**src/hdl/cma_pkg.sv**
```systemverilog
// ----------------------------------------------------------------------------
// Confusion matrix accumulator package
// Shared sizes, op codes, register indexes and counter helpers.
// ----------------------------------------------------------------------------
`default_nettype none

package cma_pkg;

   localparam int MAX_CLASSES = 16;
   localparam int COUNT_BITS  = 32;

   localparam int CLS_BITS  = (MAX_CLASSES > 2) ? $clog2(MAX_CLASSES) : 1;
   localparam int MAT_BITS  = 2 * CLS_BITS;
   localparam int MAT_DEPTH = 1 << MAT_BITS;
   localparam int NC_W      = ($clog2(MAX_CLASSES + 1) > 5) ? $clog2(MAX_CLASSES + 1) : 5;

   localparam int SCORE_BITS = 16;
   localparam int POS_BITS   = 5;
   localparam logic [POS_BITS-1:0] POS_MAX = '1;
   localparam int OUT_BITS   = 32;

   typedef enum logic [1:0] {
      OP_SCORE = 2'd0,
      OP_QUERY = 2'd1,
      OP_CLEAR = 2'd2
   } op_type;

   localparam logic REG_BINARY_MODE = 1'b0;
   localparam logic REG_NUM_CLASSES = 1'b1;

   typedef struct packed {
      logic                en;
      logic [CLS_BITS-1:0] pred;
      logic [CLS_BITS-1:0] tru;
   } count_req_type;

   function automatic logic [COUNT_BITS-1:0] sat_inc(input logic [COUNT_BITS-1:0] c);
      logic [COUNT_BITS-1:0] r;
      r = (c == '1) ? c : c + COUNT_BITS'(1);
      return r;
   endfunction

   function automatic logic [OUT_BITS-1:0] to_out(input logic [COUNT_BITS-1:0] c);
      logic [63:0] w;
      w = 64'(c);
      return w[OUT_BITS-1:0];
   endfunction

endpackage

`default_nettype wire

```
**src/hdl/cma_tracker.sv**
```systemverilog
// ----------------------------------------------------------------------------
// Confusion matrix accumulator class tracker
// Thresholds binary elements and tracks first-maximum argmaxes per vector.
// ----------------------------------------------------------------------------
`default_nettype none

module cma_tracker import cma_pkg::*; (
   input  wire logic                  clock,
   input  wire logic                  reset,
   input  wire logic                  step,
   input  wire logic                  binary_mode,
   input  wire logic [4:0]            num_classes,
   input  wire logic [SCORE_BITS-1:0] out_score,
   input  wire logic [SCORE_BITS-1:0] target_score,
   input  wire logic                  last,
   output count_req_type              count_req
);

   logic [CLS_BITS-1:0]   pred_idx_ff, pred_idx_in;
   logic [SCORE_BITS-1:0] pred_val_ff, pred_val_in;
   logic [CLS_BITS-1:0]   true_idx_ff, true_idx_in;
   logic [SCORE_BITS-1:0] true_val_ff, true_val_in;
   logic [POS_BITS-1:0]   pos_ff, pos_in;

   logic [NC_W-1:0] n_ext;
   logic [NC_W-1:0] n_use;
   logic            in_range;
   logic            take_pred;
   logic            take_true;
   logic            first;

   always_comb begin
      n_ext = NC_W'(num_classes);
      if (n_ext < NC_W'(2)) begin
         n_use = NC_W'(2);
      end else if (n_ext > NC_W'(MAX_CLASSES)) begin
         n_use = NC_W'(MAX_CLASSES);
      end else begin
         n_use = n_ext;
      end

      first     = (pos_ff == '0);
      in_range  = NC_W'(pos_ff) < n_use;
      take_pred = in_range && (first || out_score > pred_val_ff);
      take_true = in_range && (first || target_score > true_val_ff);

      pred_idx_in = take_pred ? CLS_BITS'(pos_ff) : pred_idx_ff;
      pred_val_in = take_pred ? out_score : pred_val_ff;
      true_idx_in = take_true ? CLS_BITS'(pos_ff) : true_idx_ff;
      true_val_in = take_true ? target_score : true_val_ff;

      // close the vector on last, otherwise advance and hold at the top
      if (last) begin
         pos_in = '0;
      end else if (pos_ff < POS_MAX) begin
         pos_in = pos_ff + POS_BITS'(1);
      end else begin
         pos_in = pos_ff;
      end

      count_req.en = step && (binary_mode || last);
      if (binary_mode) begin
         count_req.pred = CLS_BITS'(out_score[SCORE_BITS-1]);
         count_req.tru  = CLS_BITS'(target_score[SCORE_BITS-1]);
      end else begin
         count_req.pred = pred_idx_in;
         count_req.tru  = true_idx_in;
      end
   end

   always_ff @(posedge clock) begin
      if (reset) begin
         pred_idx_ff <= '0;
         pred_val_ff <= '0;
         true_idx_ff <= '0;
         true_val_ff <= '0;
         pos_ff      <= '0;
      end else if (step && !binary_mode) begin
         pred_idx_ff <= pred_idx_in;
         pred_val_ff <= pred_val_in;
         true_idx_ff <= true_idx_in;
         true_val_ff <= true_val_in;
         pos_ff      <= pos_in;
      end
   end

endmodule

`default_nettype wire

```
**config.mk**
```make
export PLATFORM = sky130hd
export DESIGN_NAME = cma_tracker
export DESIGN_NICKNAME = d
export VERILOG_FILES = /design/src/hdl/cma_pkg.sv /design/src/hdl/cma_tracker.sv
export SDC_FILE = /design/constraint.sdc
export NUM_CORES = 1
export LEC_CHECK = 0
export ABC_AREA = 0
export BUFFER_PORTS_ARGS = -buffer_cell sky130_fd_sc_hd__buf_2
export CORE_MARGIN = 2
export CORE_UTILIZATION = 45
export CTS_BUF_LIST = sky130_fd_sc_hd__clkbuf_4 sky130_fd_sc_hd__clkbuf_8
export DETAILED_ROUTE_END_ITERATION = 12
export MAX_ROUTING_LAYER = met4
export PLACE_DENSITY = 0.78
export SLEW_MARGIN = 20
export SYNTH_ARGS = -nofsm -noshare
export SYNTH_HDL_FRONTEND = slang
export SYNTH_SLANG_ARGS = --single-unit
```
**constraint.sdc**
```tcl
create_clock -name clock -period 2.7 [get_ports clock]
set_input_delay 0 -clock clock [delete_from_list [all_inputs] [get_ports clock]]
set_output_delay 0 -clock clock [all_outputs]
set_load 0.05 [all_outputs]
```
==> metrics list, run 1 <==
- Clock tree synthesis found a total of 45 sinks.
* Slew at the pin closest to its max-slew limit: 0.902 ns
* First-pass GRT wire length: 11800 um
* Final slew viol count: 0
* Initial Util: 46.0%
- Final hold violation count: 0
- Library cell occupying the most area in the post-synthesis netlist: sky130_fd_sc_hd__dfxtp_1
- After floorplanning, the core was divided into 30 placement rows.
- Routed wire length: 7290 um
- Synth Register Bits: 45
- Gate count after technology mapping: 358
- Average cell area after synthesis: 8.58 sq um
- Share of power burned in the clock network: 28.2%
- The critical path is of the input port to output port type.
* Worst Hold Slack: 0.0419 ns
- The total area inside the core boundary comes to 6680 sq um.
- VDD sags by at most 0.000255 V.
- Via count: 2766
* Post-synthesis cell type count: 43
- The die covers 7500 sq um.
- In this run the tool buffered the top-level ports with 50 buffer cells.
- In this run the power spent charging and discharging nets is 452 uW.
- Number of levels the H-tree was split into: 2
- Clock buffer count from CTS: 5
- Die Wd: 86.6 um
* Hold Crit Class: input port to flop
- Critical-path cell with the highest stage delay: sky130_fd_sc_hd__dlygate4sd3_1
* Detailed route wirelength on metal2: 3640 um
- The worst setup path is captured at an output port.
- Final period utilization: 97.4%
* Seq pwr share: 46.3%
- Yosys top cell area share: 29.3%
- The mapped netlist covers 3070 sq um.
- Result of the run: finished clean
* Via/cell ratio: 5.28
- The worst register-to-register path has a setup slack of 0.31 ns.
- At the placement stage, the worst setup path has a slack of 0.299 ns.
* Max cap viols: 0
* Proportion of synthesized chip area in sequential cells: 29.3%
* Switching power as a share of total power: 29.9%
* Clock latency of the later-clocked register in the worst-skew pair: 0.30 ns
- Setup slack closes at 0.0692 ns.
- CTS clk-pin slew, worst paths: 0.08 ns
* Clock Root Buffer: sky130_fd_sc_hd__clkbuf_8
- Internal power: 1060 uW
- Number of warnings reported in the yosys synthesis log: 0
- Vias in the first global route: 2728
- Total chip power: 1510 uW
* Total routing usage reported by global routing: 20.2%
- Critical path data required time: 2.70 ns
- CP cell instances: dlygate4sd3_1 -> buf_2 -> ha_1 -> nand4_1 -> nor3_1 -> a311o_1 -> a211oi_4 -> nor2_1 -> mux2i_1 -> buf_4
- Share of final-layout standard cells stronger than drive strength 1: 20.5%
- No sink is reached through more buffers than the 2 on the longest clock path.
- Pwr/cell area: 384 nW/um^2
* CP max FO: 6
- Final worst path period need: 2.63 ns
* Cell family with most CP delay: buffers and inverters
* Clock tree skew after final layout: 0.00535 ns
* Largest net degree at the start of global routing: 64
- Leaving out fill and tap cells, the most frequent cell in the layout is sky130_fd_sc_hd__buf_2.
- In the synthesized netlist the async set-or-reset flop fraction comes to 0%.
- In this run the cell area measured after placement is 3390 sq um.
* Stage delay of the slowest cell on the critical path: 0.54 ns
* Buf+Inv Stages, Crit Path: 3
- After routing the design area is 3940 sq um.
- Global routing finished with a remaining overflow of 0.
- In the synthesized netlist the dominant register cell turns out to be sky130_fd_sc_hd__dfxtp_1.
- Once detail routing completed, the nets flagged for antenna violations numbered 0.
- Vertical extent of the die: 86.6 um
- Leakage dissipation: 0.00167 uW
- EDFF count, synth: 0
* Top Ports: 51
- The worst setup path is launched from an input port.
- Drt first pass iters: 4
- In the routed design, unresolved DRC markers number 0.
- The number of antenna violations at the first check in global routing came to 0.
- The congestion estimate from routability-driven global placement came to 0.907.
- First-iteration detailed-routing DRC count: 78
* Drt wl/cell: 13.9 um
* Tightest slew margin relative to the limit: 39.9%
- After legalization and detailed placement, the total HPWL measured 4870 um.
* Synthesized net count: 438
* Most frequent cells in the layout: 44 x sky130_fd_sc_hd__buf_2, 43 x sky130_fd_sc_hd__nand2b_1, 43 x sky130_fd_sc_hd__dfxtp_1, 38 x sky130_fd_sc_hd__ha_1, 35 x sky130_fd_sc_hd__inv_1
* Final nets: 523
- Data arrives at the worst endpoint at 2.63 ns.
* Top routing layer in use: met4
- Number of diodes added for antenna fixing: 0
* M1 WL: 3190 um
- Setup violations remaining at the end of the flow were counted as 0.
- Summed over all nets, wire length on met3 after detailed routing comes to 299 um.
* Area growth, synth to finish: 28.3%
- Largest cells by area after synthesis: sky130_fd_sc_hd__dfxtp_1 29%, sky130_fd_sc_hd__ha_1 15%, sky130_fd_sc_hd__mux2i_1 9.8%
- In this run, the combinational gates consume 25.5% of the power.
* TritonCTS clock tree: built
- Max Clk Rate: 380 MHz
## synth_stat cells, types with 4 or more instances
cell type	count
sky130_fd_sc_hd__inv_1	37
sky130_fd_sc_hd__nand2_1	15
sky130_fd_sc_hd__a21oi_1	30
sky130_fd_sc_hd__nand3_1	20
sky130_fd_sc_hd__nor2_1	14
sky130_fd_sc_hd__dfxtp_1	45
sky130_fd_sc_hd__buf_4	4
sky130_fd_sc_hd__nand2b_1	43
sky130_fd_sc_hd__ha_1	38
sky130_fd_sc_hd__clkbuf_1	11
sky130_fd_sc_hd__mux2i_1	30
sky130_fd_sc_hd__nand4_1	7
sky130_fd_sc_hd__nor3_1	4
sky130_fd_sc_hd__a21o_1	22
## worst reg2reg max path, cell delays in order, from the launching register on
cell,delay [ns]
sky130_fd_sc_hd__dfxtp_4,0.36
sky130_fd_sc_hd__inv_2,0.07
sky130_fd_sc_hd__ha_1,0.13
sky130_fd_sc_hd__or4b_4,0.50
sky130_fd_sc_hd__nor2b_4,0.15
sky130_fd_sc_hd__a211oi_2,0.21
sky130_fd_sc_hd__o41a_1,0.26
sky130_fd_sc_hd__buf_4,0.32
sky130_fd_sc_hd__a21o_1,0.18
sky130_fd_sc_hd__a21oi_1,0.07
## cell families (layout without fill, tap and decap cells)
group                      after synthesis  in the layout  share of synthesized area (%)
AOI/OAI and AO/OA                       76             76                           16.7
and+or+nand+nor                        112            112                           20.1
xor gates and xnor gates                 2              2                          0.571
muxes                                   30             30                           9.78
adders and majority gates               38             38                           15.5
DFF                                     45             45                           29.3
buffers and inverters                   55            141                           7.99
## sequential cells by signal (all words and copies together) (netlist names)
signal / cells
true_val_ff: 16
pos_ff: 5
pred_idx_ff: 4
true_idx_ff: 4
pred_val_ff: 16
## per-layer routing
| layer | GRT usage (%) | vias up |
|---|---|---|
| met5 | - | - |
| met4 | 6.82 | 0 |
| met3 | 4.48 | 14 |
| met2 | 35.0 | 61 |
| met1 | 23.0 | 1277 |
| li1 | - | 1414 |
## through the flow
step | util, % | instances | TNS (ns)
floorplan | - | 358 | 0
global placement | 50.7 | 478 | 0
detailed placement | 50.7 | 478 | 0
CTS | 57.2 | 518 | 0
global route | 59.0 | 524 | -0.252
finish | 59.0 | 524 | 0
## worst paths after layout
kind,from,to,cells past startpoint
worst min register to register,pred_val_ff[14],pred_val_ff[14],2
worst max register to register,pos_ff[1],true_val_ff[9],9
worst min-delay path,last,pos_ff[3],3
worst max-delay path,out_score[15],count_req[6],10
## what timing repair did
action	in CTS	in global routing
pin swaps	0	4
hold buffers	32	0
setup endpoints to repair	3	8
setup buffers	0	6
hold endpoints to repair	32	0
resized for setup	7	25
## area by class of cell
class,instances,area (sq um)
timing repair buffer,95,702
inverter,38,143
clock buffer,6,76.3
multi-input combinational,258,2000
clock inverter,2,10.0
sequential,45,906
tap,80,100
fill,570,2740
## power groups by stage
stage	sequential, uW	clock [uW]	combinational [uW]
2_1_floorplan	714	0	233
3_3_place_gp	715	0	310
3_5_place_dp	716	0	321
4_1_cts	701	439	364
5_1_grt	702	473	428
6_report	700	427	385
Note: power is estimated with default switching activity, not from simulation.
==> run 2, diff against run 1 <==
--- a/config.mk
+++ b/config.mk
@@ -13,6 +13,7 @@
 export DETAILED_ROUTE_END_ITERATION = 12
 export MAX_ROUTING_LAYER = met4
 export PLACE_DENSITY = 0.78
+export RECOVER_POWER = 25
 export SLEW_MARGIN = 20
 export SYNTH_ARGS = -nofsm -noshare
 export SYNTH_HDL_FRONTEND = slang
==> metrics list, run 2 (synthesis results as in run 1) <==
* Total Negative Setup Slacks: 0 ns (unchanged)
- The core utilization of the finished layout came to 59.0% (about the same).
- Detail Placement HPWL: 4870 um (unchanged)
- Drc violations: 0 (unchanged)
- Total setup violations reported at the end of the flow: 0 (unchanged)
- The floorplan row count is 30 (unchanged).
- The final-report max-slew violation count was 0 (unchanged).
* Leading registers by flop count: pred_val_ff (16), true_val_ff (16), pos_ff (5)
- The routability congestion estimate is 0.907 (unchanged).
- The arrival time at the worst endpoint was 2.63 ns (about the same).
- Slew at the pin closest to its max-slew limit: 0.902 ns (+0.0000321 ns)
- The largest fanout on the critical path was 6 (unchanged).
- The maximum count of clock buffers along a single path is 2 (unchanged).
- The highest achievable clock rate is 380 MHz (about the same).
- Hold Path Stages: 3 (unchanged)
- The number of iterations in the first detailed-routing pass was 4 (unchanged).
- The worst hold path terminates at pos_ff[3].
* Internal reg-to-reg setup slack: 0.31 ns (about the same)
* Final worst path period need: 2.63 ns (-0.00133 ns)
* Worst supply voltage drop on vdd: 0.000255 V (unchanged)
- The endpoint identified for the worst register-to-register timing path is true_val_ff[9].
- Area of the die: 7500 sq um (unchanged)
- For this design, the slowest cell found on the critical path is sky130_fd_sc_hd__dlygate4sd3_1.
- The overflow left after global routing came to 0 (unchanged).
- The first-pass GRT wire length came to 11800 um (unchanged).
* Final period utilization: 97.4% (about the same)
- Initial Util: 46.0% (unchanged)
* Crit path launch type: input port
- Leaving out fill and tap cells, the most frequent cells in the layout are 43 x sky130_fd_sc_hd__nand2b_1, 43 x sky130_fd_sc_hd__buf_2, 43 x sky130_fd_sc_hd__dfxtp_1, 38 x sky130_fd_sc_hd__ha_1, 35 x sky130_fd_sc_hd__inv_1.
- Clock latency of the later-clocked register in the worst-skew pair: 0.30 ns (about the same)
- The clock skew after layout is 0.00535 ns (+0.000000330 ns).
- Result of the run: finished clean
- Count of fill cells added during filler insertion: 571 (+0.18%)
- Stage delay of the slowest cell on the critical path: 0.54 ns (about the same)
- The number of antenna violations at the first check in global routing is 0 (unchanged).
* Drt wl/cell: 13.9 um (unchanged)
- The clock-pin slew of the registers on the worst-case setup and hold paths came to 0.08 ns (about the same).
- The cell sitting at the root of the clock tree is a sky130_fd_sc_hd__clkbuf_8.
- CP cell instances: dlygate4sd3_1 -> buf_2 -> ha_1 -> nand4_1 -> nor3_1 -> a311o_1 -> a211oi_4 -> nor2_1 -> mux2i_1 -> buf_4
- The largest net degree at the start of global routing was 64 (unchanged).
- Hold Crit Class: input port to flop
- The count of cells along the worst register-to-register path is 9 (unchanged).
- The final antenna diode count is 0 (unchanged).
* Die Wd: 86.6 um (unchanged)
- The detailed-route vias per instance is 5.28 (about the same).
- STA classifies the critical path endpoint as an output port.
- The final design area excluding fillers came to 3940 sq um (about the same).
- Buf+Inv Stages, Crit Path: 3 (unchanged)
- The layout overhead on the synthesized area came to 28.3% (about the same).
* Vertical extent of the die: 86.6 um (unchanged)
* Antenna-violating nets left: 0 (unchanged)
* First-iteration detailed-routing DRC count: 80 (+2.6%)
- The number of nets in the finished design was 523 (unchanged).
- Via count: 2767 (+0.036%)
- The total of max-cap violations is 0 (unchanged).
* Clock buffer count from CTS: 5 (unchanged)
* Final hold violation count: 0 (unchanged)
- Clock sink count: 45 (unchanged)
* Share of final-layout standard cells stronger than drive strength 1: 20.3% (-0.23 points)
- Cell family with most CP delay: buffers and inverters
- Post-DP Area: 3390 sq um (unchanged)
- In this run the critical register-to-register path is launched from pos_ff[1].
- The number of global-route vias before repair came to 2728 (unchanged).
- Pwr/cell area: 384 nW/um^2 (about the same)
- The core outline area came to 6680 sq um (unchanged).
- Number of levels the H-tree was split into: 2 (unchanged)
- TritonCTS clock tree: built
* Port Buf Inserts: 50 (unchanged)
* Top Ports: 51 (unchanged)
- Path type of the worst setup path: input port to output port
* Total routing usage reported by global routing: 20.2% (unchanged)
- The normalized max-slew margin is 39.9% (about the same).
- Critical path data required time: 2.70 ns (about the same)
- The worst hold path begins at last.
- Leakage dissipation: 0.00167 uW (-0.19%)
* Routed wire length: 7290 um (unchanged)
[run 2: timing repair]
item,4_1_cts,5_1_grt
resized for setup,7,25
buffers inserted,0,6
endpoints found under the hold margin,32,0
setup endpoints to repair,3,8
pin swaps,0,4
hold buffers,32,0
[run 2: where the power goes]
group / switching (uW) / internal (uW) / leakage (uW)
clock: 237 / 190 / 0.0000484
sequential: 11.1 / 689 / 0.000367
combinational: 204 / 182 / 0.00126
total: 452 / 1060 / 0.00167
[run 2: layout make-up]
| class | count | area (sq um) | area share, % |
|---|---|---|---|
| inverter | 38 | 143 | 3.62 |
| timing repair buffer | 95 | 701 | 17.8 |
| clock inverter | 2 | 10.0 | 0.254 |
| multi-input combinational | 258 | 2000 | 50.9 |
| sequential | 45 | 906 | 23.0 |
| clock buffer | 6 | 76.3 | 1.94 |
| tap | 80 | 100 | 2.54 |
[run 2: worst max-delay path by stage]
stage                               start      endpoint  cells past startpoint  slack (ns)
after global routing      pred_val_ff[15]  count_req[6]                      9       -0.08
after CTS                 pred_val_ff[15]  count_req[6]                      8        0.03
after floorplan                 pos_ff[0]  count_req[0]                     10        0.05
final                       out_score[15]  count_req[6]                     10        0.07
after detailed placement        pos_ff[1]  count_req[0]                     10        0.30
after global placement          pos_ff[1]  count_req[0]                     10        0.36
[run 2: metal layers]
layer  track usage [%]  vias to the layer above  routed length, um
met5                 -                        -                  0
met4              6.82                        0                157
met3              4.48                       14                277
met2              35.0                       59               3640
met1              23.0                     1280               3220
li1                  -                     1414                  -
[run 2: worst min-delay path, cell delays in order]
cell                       delay, ns
sky130_fd_sc_hd__buf_2          0.11
sky130_fd_sc_hd__a21o_1         0.15
sky130_fd_sc_hd__a311oi_1       0.05
[run 2: metrics by stage]
step | hold WS (ns) | setup slack [ns] | power (uW) | cells
6_report | 0.0421 | 0.0705 | 1510 | 524
5_1_grt | 0.0596 | -0.0848 | 1600 | 524
4_1_cts | 0.0502 | 0.0263 | 1500 | 518
3_5_place_dp | 0.272 | 0.299 | 1040 | 478
3_3_place_gp | 0.265 | 0.362 | 1020 | 478
2_1_floorplan | 0.147 | 0.0499 | 946 | 358
